`config.mk`:
```
export PLATFORM = sky130hd
export DESIGN_NAME = utf16_to_utf8_transcoder_core_flat
export DESIGN_NICKNAME = d
export VERILOG_FILES = /design/src/hdl/u16u8_pkg.sv /design/src/hdl/u16u8_req_if.sv /design/src/hdl/u16u8_rsp_if.sv /design/src/hdl/u16u8_front.sv /design/src/hdl/u16u8_queue.sv /design/src/hdl/u16u8_back.sv /design/src/hdl/utf16_to_utf8_transcoder_core.sv /design/src/flat_wrapper.sv
export VERILOG_INCLUDE_DIRS = /design/src /design/src/hdl
export SDC_FILE = /design/constraint.sdc
export NUM_CORES = 1
export LEC_CHECK = 0
export BUFFER_PORTS_ARGS = -buffer_cell sky130_fd_sc_hd__buf_2
export CELL_PAD_IN_SITES_DETAIL_PLACEMENT = 1
export CELL_PAD_IN_SITES_GLOBAL_PLACEMENT = 1
export CORE_MARGIN = 5
export CORE_UTILIZATION = 40
export CTS_CLUSTER_DIAMETER = 120
export DETAILED_ROUTE_END_ITERATION = 6
export PLACE_DENSITY = 0.73
export SYNTH_ARGS = -nofsm -noshare
export SYNTH_HDL_FRONTEND = slang
export SYNTH_SLANG_ARGS = --single-unit
```
`constraint.sdc`:
```
create_clock -name clock -period 15.7 [get_ports clock]
set_clock_uncertainty 0.05 [all_clocks]
set_input_delay 3.14 -clock clock [delete_from_list [all_inputs] [get_ports clock]]
set_output_delay 3.14 -clock clock [all_outputs]
set_load 0.01 [all_outputs]
```
`src/hdl/utf16_to_utf8_transcoder_core_macros.svh`:
```
// assertion helpers shared by the transcoder modules
`ifndef UTF16_TO_UTF8_TRANSCODER_CORE_MACROS_SVH
`define UTF16_TO_UTF8_TRANSCODER_CORE_MACROS_SVH

// same-cycle implication, checked outside reset
`define U16U8_ASSERT_IMP(label, clk, rst, lhs, rhs) \
   label: assert property (@(posedge clk) disable iff (rst) (lhs) |-> (rhs)) \
      else $error("u16u8 same-cycle check failed");

// next-cycle implication, checked outside reset
`define U16U8_ASSERT_NXT(label, clk, rst, lhs, rhs) \
   label: assert property (@(posedge clk) disable iff (rst) (lhs) |=> (rhs)) \
      else $error("u16u8 next-cycle check failed");

`endif

```
`src/hdl/u16u8_pkg.sv`:
```
package u16u8_pkg;

   localparam int QUEUE_DEPTH = 4;

   localparam logic [15:0] SURR_HIGH_BASE = 16'hD800;
   localparam logic [15:0] SURR_HIGH_TOP  = 16'hDBFF;
   localparam logic [15:0] SURR_LOW_BASE  = 16'hDC00;
   localparam logic [15:0] SURR_LOW_TOP   = 16'hDFFF;
   localparam logic [20:0] SUPP_BASE      = 21'h10000;

   localparam logic [7:0] LEAD2_MARK = 8'hC0;
   localparam logic [7:0] LEAD3_MARK = 8'hE0;
   localparam logic [7:0] LEAD4_MARK = 8'hF0;
   localparam logic [7:0] CONT_MARK  = 8'h80;

   // up to two code points to encode back to back
   typedef struct packed {
      logic [20:0] cp0;
      logic        has1;
      logic [15:0] cp1;
   } cmd_type;

   // number of utf-8 bytes for a code point
   function automatic logic [2:0] utf8_len(input logic [20:0] cp);
      logic [2:0] len;
      begin
         if (cp < 21'h80) len = 3'd1;
         else if (cp < 21'h800) len = 3'd2;
         else if (cp < 21'h10000) len = 3'd3;
         else len = 3'd4;
         return len;
      end
   endfunction

   // byte idx of the utf-8 form of a code point
   function automatic logic [7:0] utf8_byte(input logic [20:0] cp, input logic [1:0] idx);
      logic [7:0] res;
      begin
         res = 8'h00;
         case (utf8_len(cp))
            3'd1: res = {1'b0, cp[6:0]};
            3'd2: res = (idx == 2'd0) ? (LEAD2_MARK | {3'b000, cp[10:6]})
                                      : (CONT_MARK | {2'b00, cp[5:0]});
            3'd3: begin
               case (idx)
                  2'd0: res = LEAD3_MARK | {4'b0000, cp[15:12]};
                  2'd1: res = CONT_MARK | {2'b00, cp[11:6]};
                  default: res = CONT_MARK | {2'b00, cp[5:0]};
               endcase
            end
            default: begin
               case (idx)
                  2'd0: res = LEAD4_MARK | {5'b00000, cp[20:18]};
                  2'd1: res = CONT_MARK | {2'b00, cp[17:12]};
                  2'd2: res = CONT_MARK | {2'b00, cp[11:6]};
                  default: res = CONT_MARK | {2'b00, cp[5:0]};
               endcase
            end
         endcase
         return res;
      end
   endfunction

endpackage

```
`src/hdl/u16u8_req_if.sv`:
```
interface u16u8_req_if;
   logic       valid;
   logic       ready;
   logic [7:0] in_byte;
   logic       last_byte;

   modport source (output valid, output in_byte, output last_byte, input ready);
   modport sink (input valid, input in_byte, input last_byte, output ready);
endinterface

```
`src/hdl/u16u8_rsp_if.sv`:
```
interface u16u8_rsp_if;
   logic       valid;
   logic       ready;
   logic [7:0] out_byte;
   logic       run_last;

   modport source (output valid, output out_byte, output run_last, input ready);
   modport sink (input valid, input out_byte, input run_last, output ready);
endinterface

```
`src/hdl/u16u8_front.sv`:
```
module u16u8_front (
   input  logic               clock,
   input  logic               reset,
   input  logic               csr_write_enable,
   input  logic               csr_write_data,
   u16u8_req_if.sink          req_chan,
   input  logic               queue_full,
   output logic               push,
   output u16u8_pkg::cmd_type push_cmd
);

   logic       big_endian_ff, big_endian_in;
   logic [7:0] first_half_ff, first_half_in;
   logic       have_first_ff, have_first_in;
   logic [9:0] held_ff, held_in;
   logic       have_held_ff, have_held_in;

   logic        accept;
   logic [15:0] unit;
   logic        unit_high;
   logic        unit_low;

   assign req_chan.ready = !queue_full;
   assign accept = req_chan.valid && req_chan.ready;

   assign unit = big_endian_ff ? {first_half_ff, req_chan.in_byte}
                               : {req_chan.in_byte, first_half_ff};

   always_comb begin
      unit_high = unit inside {[u16u8_pkg::SURR_HIGH_BASE:u16u8_pkg::SURR_HIGH_TOP]};
      unit_low  = unit inside {[u16u8_pkg::SURR_LOW_BASE:u16u8_pkg::SURR_LOW_TOP]};
   end

   always_comb begin
      big_endian_in = csr_write_enable ? csr_write_data : big_endian_ff;
      first_half_in = first_half_ff;
      have_first_in = have_first_ff;
      held_in       = held_ff;
      have_held_in  = have_held_ff;
      push          = 1'b0;
      push_cmd      = '0;
      if (accept) begin
         if (!have_first_ff) begin
            first_half_in = req_chan.in_byte;
            have_first_in = 1'b1;
            // odd trailing byte: dropped, a held surrogate goes out alone
            if (req_chan.last_byte && have_held_ff) begin
               push = 1'b1;
               push_cmd.cp0 = {5'b00000, u16u8_pkg::SURR_HIGH_BASE | {6'b000000, held_ff}};
            end
         end else begin
            have_first_in = 1'b0;
            if (have_held_ff) begin
               have_held_in = 1'b0;
               push = 1'b1;
               if (unit_low) begin
                  push_cmd.cp0 = u16u8_pkg::SUPP_BASE + {1'b0, held_ff, unit[9:0]};
               end else begin
                  push_cmd.cp0 = {5'b00000, u16u8_pkg::SURR_HIGH_BASE | {6'b000000, held_ff}};
                  if (unit_high && !req_chan.last_byte) begin
                     held_in      = unit[9:0];
                     have_held_in = 1'b1;
                  end else begin
                     push_cmd.has1 = 1'b1;
                     push_cmd.cp1  = unit;
                  end
               end
            end else if (unit_high && !req_chan.last_byte) begin
               held_in      = unit[9:0];
               have_held_in = 1'b1;
            end else begin
               push = 1'b1;
               push_cmd.cp0 = {5'b00000, unit};
            end
         end
         if (req_chan.last_byte) begin
            first_half_in = 8'h00;
            have_first_in = 1'b0;
            held_in       = 10'h000;
            have_held_in  = 1'b0;
         end
      end
   end

   always_ff @(posedge clock) begin
      if (reset) begin
         big_endian_ff <= 1'b1;
         first_half_ff <= 8'h00;
         have_first_ff <= 1'b0;
         held_ff       <= 10'h000;
         have_held_ff  <= 1'b0;
      end else begin
         big_endian_ff <= big_endian_in;
         first_half_ff <= first_half_in;
         have_first_ff <= have_first_in;
         held_ff       <= held_in;
         have_held_ff  <= have_held_in;
      end
   end

endmodule

```
`src/hdl/u16u8_queue.sv`:
```
`include "utf16_to_utf8_transcoder_core_macros.svh"

module u16u8_queue #(
   parameter int Depth = u16u8_pkg::QUEUE_DEPTH
) (
   input  logic               clock,
   input  logic               reset,
   input  logic               push,
   input  u16u8_pkg::cmd_type push_cmd,
   output logic               full,
   input  logic               pop,
   output u16u8_pkg::cmd_type pop_cmd,
   output logic               empty
);

   localparam int PtrWidth   = (Depth > 1) ? $clog2(Depth) : 1;
   localparam int CountWidth = $clog2(Depth + 1);

   u16u8_pkg::cmd_type    slot_ff [Depth];
   logic [PtrWidth-1:0]   wr_ptr_ff, wr_ptr_in;
   logic [PtrWidth-1:0]   rd_ptr_ff, rd_ptr_in;
   logic [CountWidth-1:0] count_ff, count_in;

   assign full    = (count_ff == CountWidth'(Depth));
   assign empty   = (count_ff == '0);
   assign pop_cmd = slot_ff[rd_ptr_ff];

   always_comb begin
      wr_ptr_in = wr_ptr_ff;
      rd_ptr_in = rd_ptr_ff;
      count_in  = count_ff;
      if (push) begin
         wr_ptr_in = (wr_ptr_ff == PtrWidth'(Depth - 1)) ? '0 : wr_ptr_ff + 1'b1;
      end
      if (pop) begin
         rd_ptr_in = (rd_ptr_ff == PtrWidth'(Depth - 1)) ? '0 : rd_ptr_ff + 1'b1;
      end
      if (push && !pop) count_in = count_ff + 1'b1;
      else if (pop && !push) count_in = count_ff - 1'b1;
   end

   always_ff @(posedge clock) begin
      if (reset) begin
         wr_ptr_ff <= '0;
         rd_ptr_ff <= '0;
         count_ff  <= '0;
      end else begin
         wr_ptr_ff <= wr_ptr_in;
         rd_ptr_ff <= rd_ptr_in;
         count_ff  <= count_in;
      end
   end

   always_ff @(posedge clock) begin
      if (push) slot_ff[wr_ptr_ff] <= push_cmd;
   end

   `U16U8_ASSERT_IMP(a_no_push_full, clock, reset, push, !full)
   `U16U8_ASSERT_IMP(a_no_pop_empty, clock, reset, pop, !empty)
   `U16U8_ASSERT_NXT(a_count_up, clock, reset, push && !pop, count_ff == $past(count_ff) + 1'b1)

endmodule

```
`src/hdl/u16u8_back.sv`:
```
`include "utf16_to_utf8_transcoder_core_macros.svh"

module u16u8_back (
   input  logic               clock,
   input  logic               reset,
   input  logic               queue_empty,
   input  u16u8_pkg::cmd_type queue_cmd,
   output logic               pop,
   u16u8_rsp_if.source        rsp_chan
);

   u16u8_pkg::cmd_type cur_ff, cur_in;
   logic               cur_valid_ff, cur_valid_in;
   logic               sel_ff, sel_in;
   logic [1:0]         idx_ff, idx_in;

   logic [20:0] cur_cp;
   logic [2:0]  cur_len;
   logic        elem_last;
   logic        cmd_last;
   logic        fire;
   logic        reload;

   assign cur_cp    = sel_ff ? {5'b00000, cur_ff.cp1} : cur_ff.cp0;
   assign cur_len   = u16u8_pkg::utf8_len(cur_cp);
   assign elem_last = ({1'b0, idx_ff} == (cur_len - 3'd1));
   assign cmd_last  = elem_last && (sel_ff || !cur_ff.has1);
   assign fire      = cur_valid_ff && rsp_chan.ready;
   assign reload    = !cur_valid_ff || (fire && cmd_last);
   assign pop       = reload && !queue_empty;

   assign rsp_chan.valid    = cur_valid_ff;
   assign rsp_chan.out_byte = u16u8_pkg::utf8_byte(cur_cp, idx_ff);
   assign rsp_chan.run_last = cmd_last;

   always_comb begin
      cur_in       = cur_ff;
      cur_valid_in = cur_valid_ff;
      sel_in       = sel_ff;
      idx_in       = idx_ff;
      if (reload) begin
         cur_in       = queue_cmd;
         cur_valid_in = !queue_empty;
         sel_in       = 1'b0;
         idx_in       = 2'd0;
      end else if (fire) begin
         if (elem_last) begin
            sel_in = 1'b1;
            idx_in = 2'd0;
         end else begin
            idx_in = idx_ff + 2'd1;
         end
      end
   end

   always_ff @(posedge clock) begin
      if (reset) begin
         cur_valid_ff <= 1'b0;
         sel_ff       <= 1'b0;
         idx_ff       <= 2'd0;
      end else begin
         cur_valid_ff <= cur_valid_in;
         sel_ff       <= sel_in;
         idx_ff       <= idx_in;
      end
   end

   always_ff @(posedge clock) begin
      cur_ff <= cur_in;
   end

   `U16U8_ASSERT_IMP(a_idx_in_range, clock, reset, cur_valid_ff, {1'b0, idx_ff} < cur_len)
   `U16U8_ASSERT_IMP(a_sel_needs_second, clock, reset, cur_valid_ff && sel_ff, cur_ff.has1)
   `U16U8_ASSERT_NXT(a_stall_holds, clock, reset, cur_valid_ff && !rsp_chan.ready, cur_valid_ff && $stable(idx_ff) && $stable(sel_ff))

endmodule

```
`src/hdl/utf16_to_utf8_transcoder_core.sv`:
```
// channel     direction  transaction contents
// req_chan    in         in_byte (utf-16 byte), last_byte (end of string)
// rsp_chan    out        out_byte (utf-8 byte), run_last (last byte from one input)
// csr         in         csr_write_enable, csr_write_data (big_endian, reset 1)
//
// an input byte is taken whenever the command queue has room
// the back end sends one utf-8 byte per cycle while rsp_chan is ready, so a code
// point is 1 to 4 bytes and a broken surrogate pair up to 6 bytes at the output
// reset is synchronous, active high; it empties the queue and resets all control state
// either side may stall on its own, the queue absorbs up to QueueDepth commands
module utf16_to_utf8_transcoder_core #(
   parameter int QueueDepth = u16u8_pkg::QUEUE_DEPTH
) (
   input  logic        clock,
   input  logic        reset,
   input  logic        csr_write_enable,
   input  logic        csr_write_data,
   u16u8_req_if.sink   req_chan,
   u16u8_rsp_if.source rsp_chan
);

   // commands from the classifier to the encoder
   u16u8_pkg::cmd_type push_cmd;
   u16u8_pkg::cmd_type pop_cmd;
   logic               push;
   logic               pop;
   logic               queue_full;
   logic               queue_empty;

   // front: byte pairing, surrogate holding, byte order register
   u16u8_front u_front (
      .clock            (clock),
      .reset            (reset),
      .csr_write_enable (csr_write_enable),
      .csr_write_data   (csr_write_data),
      .req_chan         (req_chan),
      .queue_full       (queue_full),
      .push             (push),
      .push_cmd         (push_cmd)
   );

   // short command queue decoupling the two halves
   u16u8_queue #(
      .Depth (QueueDepth)
   ) u_queue (
      .clock    (clock),
      .reset    (reset),
      .push     (push),
      .push_cmd (push_cmd),
      .full     (queue_full),
      .pop      (pop),
      .pop_cmd  (pop_cmd),
      .empty    (queue_empty)
   );

   // back: walks the utf-8 bytes of each command, one per cycle while rsp_chan is ready
   u16u8_back u_back (
      .clock       (clock),
      .reset       (reset),
      .queue_empty (queue_empty),
      .queue_cmd   (pop_cmd),
      .pop         (pop),
      .rsp_chan    (rsp_chan)
   );

endmodule
```
`src/flat_wrapper.sv`:
```
// flat-port wrapper written by rule: the top's interface ports become plain ports
module utf16_to_utf8_transcoder_core_flat 
#(
   parameter int QueueDepth = u16u8_pkg::QUEUE_DEPTH
)
  (clock, reset, csr_write_enable, csr_write_data, req_chan_valid, req_chan_in_byte, req_chan_last_byte, req_chan_ready, rsp_chan_valid, rsp_chan_out_byte, rsp_chan_run_last, rsp_chan_ready);
  u16u8_req_if req_chan_i ();
  u16u8_rsp_if rsp_chan_i ();
  input  logic clock;
  input  logic reset;
  input  logic csr_write_enable;
  input  logic csr_write_data;
  input wire logic [$bits(req_chan_i.valid)-1:0] req_chan_valid;
  input wire logic [$bits(req_chan_i.in_byte)-1:0] req_chan_in_byte;
  input wire logic [$bits(req_chan_i.last_byte)-1:0] req_chan_last_byte;
  output wire logic [$bits(req_chan_i.ready)-1:0] req_chan_ready;
  output wire logic [$bits(rsp_chan_i.valid)-1:0] rsp_chan_valid;
  output wire logic [$bits(rsp_chan_i.out_byte)-1:0] rsp_chan_out_byte;
  output wire logic [$bits(rsp_chan_i.run_last)-1:0] rsp_chan_run_last;
  input wire logic [$bits(rsp_chan_i.ready)-1:0] rsp_chan_ready;
  assign req_chan_i.valid = req_chan_valid;
  assign req_chan_i.in_byte = req_chan_in_byte;
  assign req_chan_i.last_byte = req_chan_last_byte;
  assign req_chan_ready = req_chan_i.ready;
  assign rsp_chan_valid = rsp_chan_i.valid;
  assign rsp_chan_out_byte = rsp_chan_i.out_byte;
  assign rsp_chan_run_last = rsp_chan_i.run_last;
  assign rsp_chan_i.ready = rsp_chan_ready;
  utf16_to_utf8_transcoder_core #(.QueueDepth(QueueDepth)) u_core (.clock(clock), .reset(reset), .csr_write_enable(csr_write_enable), .csr_write_data(csr_write_data), .req_chan(req_chan_i), .rsp_chan(rsp_chan_i));
endmodule
```
==> results.md <==
- Core Footprint: roughly 0.024 mm²
- Root buffer cell: clkbuf_16
- Area growth syn-to-layout: 11.9%
- YS warnings: 0
- DR vias/cell: approximately 5.6
- Total track usage: 0.164
- Syn nets: 650
- Crit-path cells: buf_4, nor3_1, a22o_1, nand2b_1, and2_1, ha_1, a21oi_1, or2_2, a211o_1, o21ai_0, a32o_1, buf_2
- Post-route setup TNS: 0 ns
- Cell variety after synth: just over 60
- Post-layout minimum cycle time: 6.85 ns
- First-pass DRT Iterations: 5
- Worst reg2reg path startpoint: u_core.u_back.sel_ff$_SDFFE_PP0P_
- Die width: ~170 µm
- Leading cell type in the layout, fill and taps excluded: edfxtp_1
- Initial core utilization: 0.408
- # setup viols final: 0
- Met1 wire length: between 10000 and 15000 µm
- Slowest cell on crit path: dfxtp_1
- Mean Syn Cell Area: approximately 16 µm²
- # Post-CTS Setup Buffers: 0
- DR WL met3: just under 800 µm
- Peak VDD IR: about 0.000059 V
- Boundary Pins: 26
- Met2 wire length: 10600 µm
- CTS buffer count: 23
- Antenna cells: 0
- Crit. End Element: output pin
- Fin. max-slew vios: 0
- RSZ-0062 raised after global routing: no
- Max clock buf depth: 3
- Placed insts: ~940
- Average wire per standard cell: between 20 and 25 µm
- Hold/Removal Path Class: flop to flop
- Power per cell area: 145 mW/mm²
- Die area: ~0.027 mm²
- Post-CTS sizing: 0
- Mapped cell area: 0.00961 mm²
- Worst EP required: 12.51 ns
- Synth Flop Type: edfxtp_1
- Leak pwr: 3.57 nW
- DP HPWL: around 15000 µm
- Flop2flop setup slack: about 11 ns
- Yosys reg bits: roughly 220
- Critical Path Fanout Max: 23
- Hold wc startpoint: u_core.u_front.held_ff[1]$_SDFFE_PP0P_
- CTS Sinks: about 220
- Part of the cycle the worst path needs: 0.437
- Share of cells above drive strength 1: 0.216
- Max cap viols: 0
- Cell Count, Final, Fillers Out: approximately 980
- Actual transition at the worst max-transition pin: roughly 1.1 ns
- Initial antenna violation count: 0
- CP startpoint: u_core.u_back.sel_ff$_SDFFE_PP0P_
- Vias in the first global route: a little under 6000
- Max Fclk: 0.146 GHz
- Final nets: 678
- First-pass GRT wire length: roughly 35000 µm
- Status: finished clean
- CP peak stage delay: ~0.54 ns
- DR vias: about 5500
- Critical path data arrival time: between 3 and 4 ns
- Post-route antenna net violation count: 0
- Most frequent cells in the layout: 190 x edfxtp_1, 41 x nor2_1, 38 x mux4_2
- FP Rows: 56
- Placer Congestion: around 0.9
- Die Ht: 165 µm
- Top sig layer: met4
- Post-synth EDFFs: between 150 and 200
- Routed WL: approximately 22000 µm
- Kind of critical path: flop to output pin
- Largest net degree at the start of global routing: 42
- Relative slew slack: 0.251
- Final hold viol count: 0
- Register area share after synthesis: 0.660
- CTS HTree Levels: 1
- Hold_buf cts: 0
- Total congestion overflow: 0
- PortBufs: 25
- Clk_lat worst skew: just under 0.5 ns
- CP Launch Type: flop
- Post-Synthesis Cells: between 600 and 700
- Post-synth ARST share: 0
- CTS tree: done
- Worst-path clk slew: approximately 0.060 ns
- Initial DRC count: between 400 and 500
- DRC viols: 0
[kinds of logic after synthesis]
logic type	after synthesis	share of synthesized area
DFF	222	0.660
and+or+nand+nor	138	0.0759
muxes	78	0.134
AOI/OAI and AO/OA	114	0.0833
adders and majority gates	15	0.0203
buffers and inverters	46	0.0202
xor gates and xnor gates	7	0.00638
[state kept, by name, indices dropped and copies added (netlist names)]
signal                        flops
u_core.u_queue.count_ff           3
u_core.u_front.first_half_ff      8
u_core.u_front.held_ff           10
u_core.u_queue.wr_ptr_ff          2
u_core.u_queue.slot_ff          152
u_core.u_back.idx_ff              2
u_core.u_front.have_first_ff      1
u_core.u_front.big_endian_ff      1
u_core.u_front.have_held_ff       1
u_core.u_queue.rd_ptr_ff          2
u_core.u_back.sel_ff              1
u_core.u_back.rsp_chan.valid      1
u_core.u_back.cur_ff             38
[cell type report]
cell class	count	area, µm²
clock buffers	31	606
clock inverters	9	72.6
fillers	2359	12800
inverters	15	56.3
multi-input cells	352	3090
flip-flops and latches	222	6350
well taps	319	399
repair buffers	34	193
[through the flow]
| step | util | instance area [µm²] | total power, mW | hold slack [ns] | setup slack (ns) |
|---|---|---|---|---|---|
| global route | 0.457 | 10800 | 1.64 | 0.508 | 8.61 |
| global placement | 0.428 | 10100 | 1.07 | 0.440 | 9.62 |
| finish | 0.457 | 10800 | 1.56 | 0.482 | 8.85 |
| CTS | 0.457 | 10800 | 1.58 | 0.477 | 8.85 |
| detailed placement | 0.428 | 10100 | 1.08 | 0.456 | 9.41 |
| floorplan | - | 9610 | 0.973 | 0.418 | 9.04 |
[report_power, final]
group	leakage, nW	internal [mW]	total (mW)	switching, mW
Combinational	1.16	0.129	0.305	0.176
Clock	0.326	0.286	0.497	0.211
Sequential	2.08	0.717	0.759	0.0425
Total	3.57	1.13	1.56	0.429
[worst max-delay path, delay by kind of cell, from the launching register on]
family                   cells  cell delay, ns
flip-flops                   1            0.54
buffers and inverters        2            0.49
adder cells (fa/ha/maj)      1            0.35
AO/OA/AOI/OAI                5            0.92
AND/OR/NAND/NOR              4            0.86
[cells in the mapped netlist, drive strengths merged, types with 13 or more instances]
| master | n | share of area |
|---|---|---|
| clkbuf | 18 | 0.0070 |
| inv | 15 | 0.0059 |
| dfxtp | 32 | 0.067 |
| o21ai | 23 | 0.014 |
| buf | 13 | 0.0073 |
| mux2i | 16 | 0.017 |
| a22oi | 14 | 0.011 |
| nand2 | 29 | 0.011 |
| mux4 | 38 | 0.089 |
| ha | 14 | 0.018 |
| mux2 | 24 | 0.028 |
| nor2 | 42 | 0.017 |
| a21oi | 27 | 0.014 |
| edfxtp | 190 | 0.59 |
| nor2b | 14 | 0.0091 |
[metal layers]
metal	global-route usage	vias to the layer above
li1	-	2485
met1	0.235	2862
met2	0.273	125
met3	0.0197	24
met4	0.0291	0
met5	0	-
[final timing paths]
check             depth (start not counted)                                 endpoint
setup / recovery                         12                     rsp_chan_out_byte[4]
hold / removal                            1   u_core.u_front.held_ff[1]$_SDFFE_PP0P_
setup reg to reg                         18  u_core.u_queue.count_ff[2]$_SDFFE_PP0P_
hold reg to reg                           1   u_core.u_front.held_ff[1]$_SDFFE_PP0P_
(Power assumes the default switching activity.)
